File: src/fsp_pkg.sv
`timescale 1ns / 1ps
// ----------------------------------------------------------------------------
// fsp_pkg: shared types and constants of the FASTA stream parser
// Word kinds, character codes, widths and the word that travels between the
// front end, the queue and the back end.
// ----------------------------------------------------------------------------
package fsp_pkg;

	localparam int HEADER_LIMIT = 8192;
	localparam int HIST_BINS    = 256;
	localparam int HL_W         = 14;
	localparam int HIST_AW      = $clog2(HIST_BINS);
	localparam int Q_DEPTH      = 4;
	localparam int Q_AW         = $clog2(Q_DEPTH);

	localparam logic [7:0]  CH_HEADER   = 8'h3E;
	localparam logic [7:0]  CH_NEWLINE  = 8'h0A;
	localparam logic [7:0]  CH_PRINT_LO = 8'h20;
	localparam logic [7:0]  CH_PRINT_HI = 8'h7E;
	localparam logic [7:0]  BORDER_RST  = 8'h24;
	localparam logic [31:0] CNT_MAX     = 32'hFFFF_FFFF;

	localparam logic [2:0] KIND_SEQ     = 3'd0;
	localparam logic [2:0] KIND_BORDER  = 3'd1;
	localparam logic [2:0] KIND_HDR     = 3'd2;
	localparam logic [2:0] KIND_HDR_END = 3'd3;
	localparam logic [2:0] KIND_END     = 3'd4;

	typedef struct packed {
		logic [2:0]  kind;
		logic [7:0]  out_byte;
		logic [31:0] position;
		logic [31:0] record_number;
		logic [31:0] symbol_count;
	} item_t;

endpackage

File: src/fsp_queue.sv
`timescale 1ns / 1ps
// ----------------------------------------------------------------------------
// fsp_queue: result word queue
// Small first-in first-out buffer between the front end and the back end.
// ----------------------------------------------------------------------------
module fsp_queue (
	input  logic           clk,
	input  logic           arst_n,
	input  logic           push,
	input  fsp_pkg::item_t push_item,
	output logic           full,
	input  logic           pop,
	output logic           q_valid,
	output fsp_pkg::item_t q_item
);

	fsp_pkg::item_t             entry_q [fsp_pkg::Q_DEPTH];
	logic [fsp_pkg::Q_AW-1:0]   wr_ptr_q;
	logic [fsp_pkg::Q_AW-1:0]   rd_ptr_q;
	logic [fsp_pkg::Q_AW:0]     count_q;

	assign full    = count_q == (fsp_pkg::Q_AW+1)'(fsp_pkg::Q_DEPTH);
	assign q_valid = count_q != '0;
	assign q_item  = entry_q[rd_ptr_q];

	always_ff @(posedge clk) begin
		if (push) begin
			entry_q[wr_ptr_q] <= push_item;
		end
	end

	always_ff @(posedge clk or negedge arst_n) begin
		if (!arst_n) begin
			wr_ptr_q <= '0;
			rd_ptr_q <= '0;
			count_q  <= '0;
		end else begin
			if (push) begin
				wr_ptr_q <= wr_ptr_q + fsp_pkg::Q_AW'(1);
			end
			if (pop) begin
				rd_ptr_q <= rd_ptr_q + fsp_pkg::Q_AW'(1);
			end
			if (push && !pop) begin
				count_q <= count_q + (fsp_pkg::Q_AW+1)'(1);
			end else if (pop && !push) begin
				count_q <= count_q - (fsp_pkg::Q_AW+1)'(1);
			end
		end
	end

endmodule

File: config.mk
export PLATFORM = sky130hd
export DESIGN_NAME = fsp_queue
export DESIGN_NICKNAME = d
export VERILOG_FILES = /design/src/fsp_pkg.sv /design/src/fsp_queue.sv
export SDC_FILE = /design/constraint.sdc
export NUM_CORES = 1
export LEC_CHECK = 0
export ABC_CLOCK_PERIOD_IN_PS = 8300
export CORE_MARGIN = 1
export CORE_UTILIZATION = 45
export CTS_CLUSTER_DIAMETER = 200
export DETAILED_ROUTE_END_ITERATION = 16
export DONT_BUFFER_PORTS = 1
export PLACE_DENSITY = 0.65
export SLEW_MARGIN = 0
export SYNTH_ARGS = -nofsm -noshare
export SYNTH_HDL_FRONTEND = slang
export SYNTH_SLANG_ARGS = --single-unit
File: constraint.sdc
create_clock -name clk -period 8.3 [get_ports clk]
set_clock_uncertainty 0.1 [all_clocks]
set_input_delay 0.415 -clock clk [delete_from_list [all_inputs] [get_ports clk]]
set_output_delay 0.415 -clock clk [all_outputs]
set_load 0.03 [all_outputs]
After elaboration in Yosys (flattened, before gate mapping). Memory sizes are Yosys's and may differ from the RTL's. Cells that the tools add are included.

Bits in registers: 7. Bits in writable memories: 428. Bits of input ports: 111. Memories kept: 1.

$add $sub $neg: 4. Equal/unequal tests: 1. Muxes and demuxes: 4. Reduce and logical (&&, ||, !) cells: 6.

Memories: entry_q (depth 4, bits a word 107, rd ports 1, clocked after memory_dff 0, write ports 1, line fsp_queue.sv:17) `fsp_pkg::item_t entry_q [fsp_pkg::Q_DEPTH];`.

Operators by type and width (count): 3-bit 2-to-1 mux (2); 2-bit by 1-bit adder with 2-bit output (second input constant) (2); 3-bit by 1-bit adder with 3-bit output (second input constant) (1); 3-bit equality test (second input constant) (1); 3-bit nonzero test (1); 3-bit by 1-bit subtractor with 3-bit output (second input constant) (1); 1-bit logical AND (2); 1-bit logical NOT (2); 1-bit 2-to-1 mux (2); 2-bit nonzero test (1).

Depth between registers and ports, before layout.
Word-level depth: 4. Depth in mapped cells: 7.

Worst setup path before layout. OpenSTA, ideal clock, no wires.

Path type: register to register. Start: register wr_ptr_q[0] (netlist bit). End: memory entry_q[2][0] (netlist bit) (enable). Library setup time: 0.478 ns. Arrival: 3.083 ns. Required time: 7.722 ns. Setup slack: 4.639 ns. Stages on the path, launching flop included: 4. Path through: dfrtp_1 > inv_1 > ha_1 > and2_1.

RTL lines: start: declaration (line fsp_queue.sv:18) `logic [fsp_pkg::Q_AW-1:0] wr_ptr_q;`; start signal: assignment (line fsp_queue.sv:39) `wr_ptr_q <= wr_ptr_q + fsp_pkg::Q_AW'(1);`; end: declaration (line fsp_queue.sv:17).

Straight into the memory's write port.

==> flow_metrics.py <==
metrics = {
    "clock_network": {
        "clock-sinks": 435,
        "numCtsBuffers": 42,
        "cts-root-buf": "clkbuf_16",
        "cts_tree": "done",
        "clkTransAtPathRegs_ns": 0.06,
        "clkLatencyLatePin_ns": 0.55,
        "cts_hold_buf": 110,
        "cts.repair.resized": 0,
        "post_cts_buffers": 0,
        "cts.htree.levels": 2,
        "clock_path_buffers": 3,
    },
    "worst_setup_path": {
        "arrival_ns": 2.97,
        "path_cells": "buf_4 -> mux4_2",
        "cp_max_fo": 61,
        "worstSetupEndpointType": "output pin",
        "cpMaxStageDelayCell": "dfrtp_4",
        "cp_num_buf_inv": 1,
        "start_kind": "register",
        "cp.required_ns": 7.79,
        "max_stage_delay_ns": 0.87,
        "worst-setup-path-type": "reg -> out",
        "critical-path-top-delay-family": "flip-flops",
    },
    "synth": {
        "ys_warn_count": 0,
        "ys_seq_area_share_pct": 82.5,
        "postSynthNetCount": 710,
        "synth_cell_types": 20,
        "synth_area_mm2": 0.0158,
        "yosys_register_bits": 435,
        "synth_area_leader_cell": "edfxtp_1",
        "postSynthAreaPerCell_um2": 26.6,
        "synth.area.top_cells": "edfxtp_1 (81%), mux4_2 (15%), dfrtp_1 (1.1%)",
        "syn_inst": 593,
        "synth.top_cell.area_share_pct": 81.4,
    },
    "placement": {
        "gp_congestion": 0.731,
        "io_buffer_count": 0,
        "placed_area_mm2": 0.0163,
        "dp_cells": 1031,
        "place_hpwl_um": 16700,
    },
    "sta": {
        "hold_viol_final": 0,
        "min_period_ns": 3.48,
        "relSlewSlack_pct": 33.0,
        "setup_viol": 0,
        "tightest_slew_ns": 1.00,
        "fmax_ghz": 0.287,
        "totalNegativeSetupSlack_ns": 0,
        "period_share_pct": 42.0,
        "rsz0062_at_grt": "false",
        "maxSlewViolCount": 0,
    },
    "drt": {
        "initialDrtViolationCount": 413,
        "drc": 0,
        "routed_wl_um": 28800,
        "routed_via_density": 5.39,
        "final_antenna_net_count": 0,
        "wl_per_cell_um": 23.7,
        "dr.pass1.iters": 4,
        "vias": 6561,
    },
    "global_route": {
        "grt_pass1_vias": 7360,
        "grt_pass1_wl_um": 44000,
        "gr-total-overflow": 0,
        "grt_max_degree": 62,
        "track_usage_pct": 16.5,
        "antenna_found_initial": 2,
    },
    "floorplanning": {
        "dieArea_mm2": 0.0359,
        "core_area_mm2": 0.0345,
        "io-pin-count": 220,
        "die_w_um": 189,
        "initial_core_util_pct": 45.7,
        "die_y_um": 189,
        "num_rows": 68,
    },
    "final_layout": {
        "nets": 847,
        "layout_commonest_cell": "edfxtp_1",
        "syn_to_final_growth_pct": 18.6,
        "mostFrequentLayoutCells": "edfxtp_1 (428), dlygate4sd3_1 (110), mux4_2 (107)",
        "fin_area_mm2": 0.0187,
        "drive_gt1_share_pct": 23.5,
        "fin_cells": 1218,
    },
    "power": {
        "ir_worst_vdd_v": 0.000231,
        "power.leakage_nw": 5.96,
        "powerDensity_mw_per_mm2": 372,
    },
    "flow_run": {
        "max_cap_viol_count": 0,
    },
    "status": {
        "status": "finished, final reports clean",
    },
    "worst_hold_path": {
        "min_path_type": "in -> reg",
    },
}
## worst register-to-register path, delay by kind of cell, from the launching register on
kind	cells	cell delay, ns
adder cells (fa/ha/maj)	1	0.15
buffers and inverters	2	0.91
flip-flops	1	0.42
AND/OR/NAND/NOR	1	0.67
## metal layers
| layer | GRT usage, % | share of wire [%] | wire, µm |
|---|---|---|---|
| met1 | 20.0 | 39 | 11100 |
| met2 | 27.7 | 51 | 14700 |
| met3 | 5.84 | 8.3 | 2400 |
| met4 | 5.43 | 2.3 | 651 |
| met5 | 0 | 0 | 0 |
## final cells by class
cell class              instances  area, µm²
clock inverters                20        184
diodes                          2       5.00
clock buffers                  55       1150
well taps                     455        569
repair buffers                117       1150
fillers                      2573      15800
multi-input cells             130       2620
flip-flops and latches        435      13000
inverters                       4       15.0
## synth_stat cells
cell type,number
buf_8,1
fa_1,1
dfrtp_1,7
and2_1,4
o21ai_0,1
xnor2_1,2
buf_2,13
nand2_1,2
buf_4,2
nor2_1,1
edfxtp_1,428
clkbuf_1,6
inv_1,4
mux4_2,107
nor3b_1,1
xor2_1,4
mux2_2,1
buf_6,2
ha_1,5
or3_1,1
## registers in the layout, indices dropped and copies added, names as in the netlist
name / flops
entry_q: 428
count_q: 3
rd_ptr_q: 2
wr_ptr_q: 2
## cell families (layout without fill, tap and decap cells)
family / count (synthesis) / in the layout / share of synthesized area, %
fa+ha+maj: 6 / 6 / 0.523
simple gates: 9 / 9 / 0.317
flops: 435 / 435 / 82.5
xor+xnor: 6 / 6 / 0.333
buf+inv: 28 / 196 / 0.982
compound gates: 1 / 1 / 0.0317
mux: 108 / 108 / 15.3
other cells: 0 / 2 / 0
## power by group
part	leakage (nW)	switching, W	total [W]	internal, W
Combinational	1.29	0.00143	0.00208	0.000651
Sequential	4.01	0.000169	0.00305	0.00288
Clock	0.659	0.000769	0.00184	0.00107
## per-stage QoR
stage	power [W]	setup WS, ns	utilization [%]	hold slack [ns]
finish	0.00697	4.82	54.2	0.101
global route	0.00724	4.69	54.2	0.0987
CTS	0.00706	4.76	54.2	0.0306
detailed placement	0.00515	5.43	47.2	0.0196
global placement	0.00510	5.43	47.2	0.0197
floorplan	0.00482	4.64	-	0.0194
## final timing paths
kind | endpoint | slack, ns | cells past startpoint | startpoint
max in group asynchronous | rd_ptr_q[1] | 7.65 | 1 | arst_n
setup reg to reg | entry_q[0][96] | 5.58 | 4 | wr_ptr_q[0]
hold reg to reg | count_q[2] | 0.43 | 1 | count_q[2]
hold / removal | count_q[0] | 0.10 | 2 | push
setup / recovery | q_item[72] | 4.82 | 2 | rd_ptr_q[1]
min in group asynchronous | count_q[1] | 0.12 | 1 | arst_n
(Power assumes the default switching activity.)
