--- src/fsp_pkg.sv ---
`timescale 1ns / 1ps
// ----------------------------------------------------------------------------
// fsp_pkg: shared types and constants of the FASTA stream parser
// Word kinds, character codes, widths and the word that travels between the
// front end, the queue and the back end.
// ----------------------------------------------------------------------------
package fsp_pkg;

	localparam int HEADER_LIMIT = 8192;
	localparam int HIST_BINS    = 256;
	localparam int HL_W         = 14;
	localparam int HIST_AW      = $clog2(HIST_BINS);
	localparam int Q_DEPTH      = 4;
	localparam int Q_AW         = $clog2(Q_DEPTH);

	localparam logic [7:0]  CH_HEADER   = 8'h3E;
	localparam logic [7:0]  CH_NEWLINE  = 8'h0A;
	localparam logic [7:0]  CH_PRINT_LO = 8'h20;
	localparam logic [7:0]  CH_PRINT_HI = 8'h7E;
	localparam logic [7:0]  BORDER_RST  = 8'h24;
	localparam logic [31:0] CNT_MAX     = 32'hFFFF_FFFF;

	localparam logic [2:0] KIND_SEQ     = 3'd0;
	localparam logic [2:0] KIND_BORDER  = 3'd1;
	localparam logic [2:0] KIND_HDR     = 3'd2;
	localparam logic [2:0] KIND_HDR_END = 3'd3;
	localparam logic [2:0] KIND_END     = 3'd4;

	typedef struct packed {
		logic [2:0]  kind;
		logic [7:0]  out_byte;
		logic [31:0] position;
		logic [31:0] record_number;
		logic [31:0] symbol_count;
	} item_t;

endpackage

--- src/fsp_front.sv ---
`timescale 1ns / 1ps
// ----------------------------------------------------------------------------
// fsp_front: byte classifier
// Accepts input words, tracks header, record and position state, and pushes
// one result word per byte that produces one.
// ----------------------------------------------------------------------------
module fsp_front (
	input  logic           clk,
	input  logic           arst_n,
	input  logic           in_valid,
	output logic           in_ready,
	input  logic [7:0]     in_byte,
	input  logic           end_of_input,
	input  logic [7:0]     border_char,
	input  logic           q_full,
	output logic           push,
	output fsp_pkg::item_t push_item
);

	logic                     in_header_q;
	logic [fsp_pkg::HL_W-1:0] header_length_q;
	logic [31:0]              record_total_q;
	logic [31:0]              sequence_length_q;

	logic                     in_header_d;
	logic [fsp_pkg::HL_W-1:0] header_length_d;
	logic [31:0]              record_total_d;
	logic [31:0]              sequence_length_d;
	logic [31:0]              inner;
	logic [31:0]              rec_inc;
	logic [fsp_pkg::HL_W-1:0] hl_inc;
	logic                     accept;
	logic                     has_result;
	logic                     below_limit;
	logic                     printable;

	assign in_ready = !q_full;
	assign accept   = in_valid && in_ready;
	assign push     = accept && has_result;

	always_comb begin
		inner       = (record_total_q != '0) ? record_total_q - 32'd1 : '0;
		rec_inc     = (record_total_q != fsp_pkg::CNT_MAX) ? record_total_q + 32'd1
			: record_total_q;
		hl_inc      = header_length_q + fsp_pkg::HL_W'(1);
		below_limit = header_length_q < fsp_pkg::HL_W'(fsp_pkg::HEADER_LIMIT);
		printable   = (in_byte >= fsp_pkg::CH_PRINT_LO) && (in_byte <= fsp_pkg::CH_PRINT_HI);

		in_header_d       = in_header_q;
		header_length_d   = header_length_q;
		record_total_d    = record_total_q;
		sequence_length_d = sequence_length_q;
		has_result        = 1'b0;
		push_item.kind          = fsp_pkg::KIND_SEQ;
		push_item.out_byte      = in_byte;
		push_item.position      = sequence_length_q;
		push_item.record_number = record_total_q;
		push_item.symbol_count  = '0;

		if (end_of_input) begin
			// summary, then back to the reset state
			has_result              = 1'b1;
			push_item.kind          = fsp_pkg::KIND_END;
			push_item.out_byte      = border_char;
			push_item.symbol_count  = sequence_length_q - inner;
			in_header_d       = 1'b0;
			header_length_d   = '0;
			record_total_d    = '0;
			sequence_length_d = '0;
		end else if (in_byte == fsp_pkg::CH_HEADER) begin
			has_result              = 1'b1;
			in_header_d             = 1'b1;
			record_total_d          = rec_inc;
			header_length_d         = fsp_pkg::HL_W'(1);
			push_item.record_number = rec_inc;
			if (record_total_q != '0) begin
				// border word stands for the '>' as well
				sequence_length_d      = sequence_length_q + 32'd1;
				push_item.kind         = fsp_pkg::KIND_BORDER;
				push_item.out_byte     = border_char;
			end else begin
				push_item.kind         = fsp_pkg::KIND_HDR;
				push_item.symbol_count = 32'd1;
			end
		end else if (in_header_q) begin
			if (in_byte == fsp_pkg::CH_NEWLINE) begin
				has_result             = 1'b1;
				in_header_d            = 1'b0;
				push_item.kind         = fsp_pkg::KIND_HDR_END;
				push_item.symbol_count = 32'(header_length_q);
			end else if (below_limit && printable) begin
				has_result             = 1'b1;
				header_length_d        = hl_inc;
				push_item.kind         = fsp_pkg::KIND_HDR;
				push_item.symbol_count = 32'(hl_inc);
			end
		end else if (in_byte != fsp_pkg::CH_NEWLINE) begin
			// sequence byte: count is filled in by the back end
			has_result        = 1'b1;
			sequence_length_d = sequence_length_q + 32'd1;
		end
	end

	always_ff @(posedge clk or negedge arst_n) begin
		if (!arst_n) begin
			in_header_q       <= 1'b0;
			header_length_q   <= '0;
			record_total_q    <= '0;
			sequence_length_q <= '0;
		end else if (accept) begin
			in_header_q       <= in_header_d;
			header_length_q   <= header_length_d;
			record_total_q    <= record_total_d;
			sequence_length_q <= sequence_length_d;
		end
	end

endmodule

--- config.mk ---
export PLATFORM = sky130hd
export DESIGN_NAME = fsp_front
export DESIGN_NICKNAME = d
export VERILOG_FILES = /design/src/fsp_pkg.sv /design/src/fsp_front.sv
export SDC_FILE = /design/constraint.sdc
export NUM_CORES = 1
export LEC_CHECK = 0
export ABC_AREA = 1
export BUFFER_PORTS_ARGS = -buffer_cell sky130_fd_sc_hd__buf_4
export CORE_MARGIN = 2
export CORE_UTILIZATION = 50
export DETAILED_ROUTE_END_ITERATION = 16
export GPL_ROUTABILITY_DRIVEN = 0
export PLACE_DENSITY = 0.73
export SYNTH_ARGS = -nofsm -noshare
export SYNTH_HDL_FRONTEND = slang
export SYNTH_SLANG_ARGS = --single-unit
--- constraint.sdc ---
create_clock -name clk -period 4.2 [get_ports clk]
set_input_delay 0.21 -clock clk [delete_from_list [all_inputs] [get_ports clk]]
set_output_delay 0.21 -clock clk [all_outputs]
set_load 0.1 [all_outputs]
Word-level counts from Yosys, hierarchy flattened
Index checks and enable logic that the tools add are counted.

word-level totals
  register bits = 79
  bits of input ports = 21
  output and inout port bits = 109
  word-level logic and storage cells = 69

operators by class
  $lt $le $gt $ge = 3
  eq/ne operators = 7
  reductions and logical operators = 11
  muxes and demuxes = 39
  $add $sub $neg = 5

operator list
  kind                                                             count
  2-to-1 mux 32 bit                                                11
  2-to-1 mux 14 bit                                                9
  adder 32 x 1 -> 32 bit (second input constant)                   2
  != test 32 bit (second input constant)                           1
  nonzero test 32 bit                                              1
  subtractor 32 x 1 -> 32 bit (second input constant)              1
  subtractor 32 bit                                                1
  2-to-1 mux 8 bit                                                 2
  adder 14 x 1 -> 14 bit (second input constant)                   1
  < comparator 14 bit (second input constant)                      1
  2-to-1 mux 1 bit                                                 11
  2-to-1 mux 11 bit                                                1
  nonzero test 3 bit                                               3
  equality test 8 x 4 -> 1 bit (second input constant)             1
  equality test 8 x 6 -> 1 bit (second input constant)             1
  >= comparator 8 x 6 -> 1 bit (second input constant)             1
  less-or-equal comparator 8 x 7 -> 1 bit (second input constant)  1
  2-to-1 mux 2 bit                                                 4
  != test 8 x 4 -> 1 bit (second input constant)                   1
  AND reduction 4 bit                                              2
  != test 3 x 2 -> 1 bit (second input constant)                   2
  logical AND 1 bit                                                4
  2-to-1 mux 3 bit                                                 1
  != test 3 bit (second input constant)                            1
  logical NOT 1 bit                                                1

Logic depth before layout (Yosys ltp)
Gate-level depths: netlist of run 1.

  depth in word-level cells = 9
  depth in mapped cells = 21
  mapped depth without buffers = 21

Worst setup path after synthesis of run 1
OpenSTA, ideal clock, no wires.

  path kind = reg-to-output
  start = register record_total_q[0]
  end = output push_item[14] (netlist name)
  arrival = 4.020 ns
  path buffers = 2
  data required time = 3.990 ns
  cell stages (with the launch flop) = 18
  path slack = -0.030 ns
  cell sequence = dfrtp_1 > inv_1 > ha_1 > nand3_2 > nor2_2 > nand4_1 > buf_2 > buf_1 > nand2_1 > ha_1 > nand2_1 > nor2_1 > inv_1 > nor3_1 > nand2_1 > nand2_1 > o21ai_0 > a21oi_1

RTL lines
  what                    RTL line          text
  from (decl)             fsp_front.sv:22   logic [31:0] record_total_q;
  from (signal assigned)  fsp_front.sv:113  record_total_q <= record_total_d;
  to (decl)               fsp_front.sv:17   output fsp_pkg::item_t push_item

==> reports/metrics.yaml, run 1 <==
final_layout:
  seqCellArea_um2: 1981
  final_cell_mix: "nand2_1, nor2_1, nand3_1"
  synthToLayoutAreaGrowth_pct: 15.42
  layout-drive-gt1-share_pct: 14.73
  multi_input_area_um2: 6574
  final_common_cell: "nand2_1"
  fill_cells: 1906
  finalNetCount: 1732
  fin_util_pct: 58.46
  insertedDiodeCount: 0
  design_area_um2: 10860
global_routing:
  grt_overflow: 0
  antenna_found_initial: 0
  grt_pass1_vias: 10010
  grt_pass1_wl_um: 49890
  grt_use_total_pct: 31.16
  grt_max_degree: 98
clock_tree:
  clk_latency_ns: 0.36
  cts_max_level: 3
  numCtsBuffers: 9
  clock_sinks: 79
  path_clk_slew_ns: 0.07
  tritoncts: "yes"
  clockBufferDepth: 2
  root_buffer: "clkbuf_16"
sta:
  worst_slew_pin_slew_ns: 0.9944
  skew_ns: 0.01171
  timing.final.crit_period_ns: 3.891
  hold_viol: 0
  setup_viol: 0
  timing.fmax_mhz: 257.0
  maxSlewHeadroom_pct: 33.71
  period_share_pct: 92.64
  rsz0062_at_grt: "true"
  holdWs_ns: 0.3648
  timing.final.ws_setup_ns: 0.3090
  report.final.slew_viol_count: 0
synthesis:
  yosysUniqueCellTypes: 52
  synth_top_area_cell: "dfrtp_1"
  ys_top_cells_by_area: "dfrtp_1, nand2_1, nand3_1, nor2_1, inv_1"
  netlist_area_um2: 9412
  synthArstFlopShare_pct: 100.0
  netlist_instances: 1582
  synth_edf_count: 0
  synth_seq_cells: 79
  yosysWarnings: 0
  seq_area_frac_synth_pct: 21.01
  synth_top_area_share_pct: 21.01
  syn-num-nets: 1642
  ys.flop_type: "dfrtp_1"
  avgSynthCellArea_um2: 5.949
placed_design:
  place_area_um2: 10420
  hpwl_um: 23910
  io_buffers: 129
  pre_cts_slack_ns: 0.3864
route:
  routed_wl_um: 31250
  route.detailed.drc: 0
  vias: 10900
  via_per_inst: 5.702
  ant_nets: 0
  routedWlPerCell_um: 16.35
  drt_iter0_markers: 850
  drt_first_pass_iters: 6
power_and_ir_drop:
  ir_drop_mv: 0.2403
  p_switching_mw: 1.858
  cellPowerDensity_nw_per_um2: 327.8
  power_mw: 3.561
  clockPowerShare_pct: 24.0
  comb_power_share_pct: 53.0
  pwr-share-seq_pct: 23.1
  netSwitchingFraction_pct: 52.17
  p_leak_nw: 5.187
  p_int_mw: 1.703
min_path:
  min_path_type: "primary input to flop"
setup_path:
  cp_slowest_cell: "dfrtp_1"
  end_kind: "output pin"
  crit_path_frequent_cell: "nand2_1"
  slowest_delay_ns: 0.51
  crit_path_max_fanout: 8
  path_cells: "nor2_1 -> nand2_1 -> nor2_2 -> nand4_1 -> buf_4 -> buf_4 -> nand3_1 -> ha_1 -> a21oi_1 -> nand2_1 -> nand3_1 -> nand2_1 -> nand2_1 -> nand2_1 -> nand3_1 -> nand2_1 -> nand2_1 -> nand2_1 -> nor2_1 -> buf_6"
  cpLargestDelayFamily: "simple AND/OR/NAND/NOR gates"
  critical_path_class: "flop to output pin"
  required_ns: 3.99
  start_kind: "flop"
  arrival_ns: 3.68
  path_buf_inv: 3
floorplan:
  fp.dieW_um: 141.2
  pin_count: 130
  die_h_um: 141.2
  core_um2: 18580
  rows: 50
  initial_utilization_pct: 50.65
  design.die.area_um2: 19940
run:
  drv_cap: 0
outcome:
  status: "finished, final reports clean"
==> cell usage after synthesis (17+ instances only) <==
library cell and instances:
nand3_2 18, nand2_1 464, xor2_1 36, o21ai_1 40, nand3_1 149, nor3_1 48, clkbuf_1 17, a21oi_1 67
inv_1 148, o21ai_0 84, buf_2 23, dfrtp_1 79, nand4_1 37, nor2_1 187, ha_1 38
==> flip-flops by register name, indices dropped and copies added, names as in the netlist <==
signal             flops
record_total_q        32
sequence_length_q     32
header_length_q       14
in_header_q            1
==> worst paths after layout <==
kind                                                     start                                end  slack (ns)  cells past startpoint
worst min register to register  header_length_q[7]$_DFFE_PN0P_     header_length_q[7]$_DFFE_PN0P_        0.56                      2
worst max-delay path            record_total_q[27]$_DFFE_PN0P_                      push_item[18]        0.31                     20
worst max register to register  record_total_q[27]$_DFFE_PN0P_  sequence_length_q[14]$_DFFE_PN0P_        1.78                      9
max in group asynchronous                               arst_n      record_total_q[3]$_DFFE_PN0P_        2.80                      3
worst min-delay path                                in_byte[4]            in_header_q$_DFFE_PN0P_        0.36                      5
min in group asynchronous                               arst_n     header_length_q[7]$_DFFE_PN0P_        0.41                      2
==> metal layers <==
| layer | track usage [%] | share of wire [%] | vias up | wire, um |
|---|---|---|---|---|
| met5 | 0 | 0 | - | 0 |
| met3 | 3.125 | 6.8 | 77 | 2127 |
| met1 | 41.65 | 43 | 4951 | 13510 |
| li1 | - | - | 5428 | - |
| met4 | 13.42 | 3.7 | 0 | 1164 |
| met2 | 51.35 | 46 | 440 | 14460 |
==> worst reg2reg max path, cell delays in order (launching register included) <==
cell and delay (ns):
dfrtp_1 0.51, nor2_1 0.16, nand2_1 0.12, nor2_2 0.24, nand4_1 0.17, buf_4 0.19
nand3b_4 0.16, nand2_4 0.51, nand2_1 0.16, o21ai_1 0.11
==> through the flow <==
| step | cells | TNS [ns] |
|---|---|---|
| 4_1_cts | 1909 | 0 |
| 2_1_floorplan | 1582 | 0 |
| 6_report | 1911 | 0 |
| 3_5_place_dp | 1892 | 0 |
| 5_1_grt | 1911 | -0.04060 |
| 3_3_place_gp | 1892 | 0 |
==> final cells by class <==
cell class                 count  area share [%]
multi-input combinational   1284           60.52
timing repair buffer         142           10.22
clock buffer                   9           2.073
clock inverter                 7          0.8063
inverter                     156           5.460
sequential                    79           18.23
tap                          234           2.695
==> what timing repair did <==
| item | CTS | global route |
|---|---|---|
| resized for setup | 0 | 37 |
| buffers inserted | 0 | 2 |
| hold endpoints to repair | 46 | 0 |
| hold buffers | 1 | 0 |
| endpoints found under the setup margin | 0 | 24 |
==> logic make-up (layout without fill, tap and decap cells) <==
| kind of cell | count (synthesis) | count (layout) | share of synthesized area, % |
|---|---|---|---|
| DFF | 79 | 79 | 21.01 |
| adders and majority gates | 39 | 39 | 5.265 |
| xor gates and xnor gates | 38 | 38 | 3.536 |
| buffers and inverters | 219 | 314 | 9.891 |
| and+or+nand+nor | 957 | 957 | 45.40 |
| AOI/OAI and AO/OA | 250 | 250 | 14.90 |
==> power by group through the flow <==
stage / registers, mW / clock network, mW / logic, mW
3_3_place_gp: 0.834 / 0 / 1.81
4_1_cts: 0.820 / 0.866 / 1.83
5_1_grt: 0.825 / 0.893 / 2.02
6_report: 0.822 / 0.853 / 1.89
3_5_place_dp: 0.834 / 0 / 1.83
2_1_floorplan: 0.862 / 0 / 1.39
(Power assumes the default switching activity.)
==> run 2, diff against run 1 <==
- CORE_ASPECT_RATIO: default -> 0.7
- clock period: 4.2 -> 4.65 ns (I/O delays scaled with it)
==> run 2 against run 1 <==
Compared with the run above: sequential power is 9.5% lower; total power is 9.9% lower; flip-flop and latch count unchanged; register-to-register slack improved by 0.35 ns; critical path type unchanged; highest routed layer unchanged.
==> reports/metrics.yaml, run 2 (synthesis gave the netlist of run 1 again) <==
outcome:
  status: "finished, final reports clean"  # unchanged
global_routing:
  grt_use_total_pct: 32.46  # was 31.16%
  grt_overflow: 0  # unchanged
  grt_pass1_wl_um: 51680  # was 49890 um
  antenna_found_initial: 0  # unchanged
  grt_max_degree: 66  # was 98
  grt_pass1_vias: 9597  # was 10010
final_layout:
  final_common_cell: "nand2_1"  # unchanged
  top_regs: "record_total_q: 32 flops, sequence_length_q: 32 flops, header_length_q: 14 flops"  # unchanged
  layout-drive-gt1-share_pct: 13.32  # was 14.73%
  insertedDiodeCount: 0  # unchanged
  synthToLayoutAreaGrowth_pct: 14.00  # was 15.42%
  fin_util_pct: 58.91  # was 58.46%
  finalNonFillerCells: 1910  # was 1911
  finalNetCount: 1729  # was 1732
  final_cell_mix: "nand2_1, nor2_1, nand3_1"  # unchanged
clock_tree:
  post_cts_buffers: 0  # unchanged
  clockBufferDepth: 2  # unchanged
  cts_max_level: 3  # unchanged
  clk_latency_ns: 0.36  # about the same
  path_clk_slew_ns: 0.07  # about the same
  numCtsBuffers: 9  # unchanged
  tritoncts: "yes"  # unchanged
  root_buffer: "clkbuf_16"  # unchanged
  clock_sinks: 79  # unchanged
route:
  vias: 11120  # was 10900
  drt_iter0_markers: 1464  # was 850
  routedWlPerCell_um: 17.07  # was 16.35 um
  routed_wl_um: 32600  # was 31250 um
  ant_nets: 0  # unchanged
  route.detailed.drc: 0  # unchanged
  via_per_inst: 5.823  # was 5.702
  drt_first_pass_iters: 6  # unchanged
sta:
  report.final.slew_viol_count: 0  # unchanged
  setup_viol: 0  # unchanged
  tns_ns: 0  # unchanged
  worst_slew_pin_slew_ns: 0.9313  # was 0.9944 ns
  holdWs_ns: 0.3791  # was 0.3648 ns
  skew_ns: 0.008951  # was 0.01171 ns
  period_share_pct: 92.25
  timing.final.ws_setup_ns: 0.3603  # was 0.3090 ns
  timing.fmax_mhz: 233.1
  rsz0062_at_grt: "false"  # was true
  maxSlewHeadroom_pct: 37.84  # was 33.71%
  timing.final.crit_period_ns: 4.290
  hold_viol: 0  # unchanged
floorplan:
  core_um2: 18210  # was 18580 um2
  die_h_um: 118.8  # was 141.2 um
  pin_count: 130  # unchanged
  design.die.area_um2: 19950  # was 19940 um2
  rows: 41  # was 50
  initial_utilization_pct: 51.68  # was 50.65%
  fp.dieW_um: 168.0  # was 141.2 um
power_and_ir_drop:
  cellPowerDensity_nw_per_um2: 299.2  # was 327.8 nW/um2
  ir_drop_mv: 0.2049  # was 0.2403 mV
  p_leak_nw: 5.155  # was 5.187 nW
placed_design:
  io_buffers: 129  # unchanged
  hpwl_um: 24960  # was 23910 um
  dp_cells: 1893  # was 1892
  pre_cts_slack_ns: 0.7812  # was 0.3864 ns
setup_path:
  end_kind: "output pin"  # unchanged
  r2r-start: "record_total_q[0]$_DFFE_PN0P_"  # was record_total_q[27]$_DFFE_PN0P_
  arrival_ns: 4.06  # was 3.68 ns
  start_kind: "flop"  # unchanged
  required_ns: 4.42  # was 3.99 ns
  crit_path_max_fanout: 6  # was 8
  critical_path_class: "flop to output pin"  # unchanged
  crit_start: "record_total_q[0]$_DFFE_PN0P_"  # was record_total_q[27]$_DFFE_PN0P_
min_path:
  min_path_type: "primary input to asynchronous set/reset pin"  # was primary input to flop
run:
  drv_cap: 0  # unchanged
run 2: cell count changes in the layout (fill, tap and decap cells not counted), sizes merged:
cell / previous run / this run
buf: 141 / 138
clkinvlp: 0 / 1
clkinv: 2 / 0
inv: 160 / 161
run 2: repair_timing:
action,CTS,global route
setup endpoints to repair,0,5
resized for setup,0,1
hold buffers,1,0
hold endpoints to repair,33,0
run 2: per-stage QoR:
step	instance area, um2	power (mW)
floorplan	9412	2.031
global placement	10410	2.396
detailed placement	10410	2.414
CTS	10720	3.189
global route	10730	3.370
finish	10730	3.210
run 2: layout make-up:
class                           instances  area, um2
Inverter                              156      593.1
Timing Repair Buffer                  139       1046
Clock inverter                          7      83.83
Fill cell                            1832       7482
Sequential cell                        79       1977
Clock buffer                            9      225.2
Tap cell                              236      295.3
Multi-Input combinational cell       1284       6509
run 2: metal layers:
metal  GRT usage, %  wire length [um]  vias to the layer above
met5              0                 0                        -
met4          5.761               345                        0
met3          7.770              4005                       32
met2          46.98             13190                      644
met1          48.94             15050                     5023
li1               -                 -                     5423
run 2: critical path, stage by stage (launching register included):
cell,delay [ns]
dfrtp_1,0.44
inv_1,0.14
ha_1,0.25
nand3_2,0.13
nor2_2,0.16
nand3b_1,0.19
nor2_1,0.24
nand2_1,0.11
nor2_1,0.15
xor2_1,0.16
nand2_1,0.08
ha_1,0.35
nand2_1,0.11
nor2_1,0.19
nand2_1,0.10
nor3_1,0.15
nand2_1,0.11
nand3_1,0.08
nand2_1,0.05
nor2_1,0.17
buf_4,0.32
run 2: path summary, 6_finish.rpt:
path                       slack (ns)  cells past startpoint                                end
setup / recovery                 0.36                     20                      push_item[28]
hold / removal                   0.38                      2     record_total_q[30]$_DFFE_PN0P_
setup reg to reg                 2.13                     10  sequence_length_q[13]$_DFFE_PN0P_
hold reg to reg                  0.54                      2     header_length_q[7]$_DFFE_PN0P_
max in group asynchronous        3.23                      3     header_length_q[9]$_DFFE_PN0P_
min in group clk                 0.38                      5            in_header_q$_DFFE_PN0P_
run 2: where the power goes:
group | switching [mW] | total, mW | internal [mW]
logic | 1.30 | 1.69 | 0.383
clock network | 0.353 | 0.781 | 0.428
registers | 0.0397 | 0.744 | 0.704
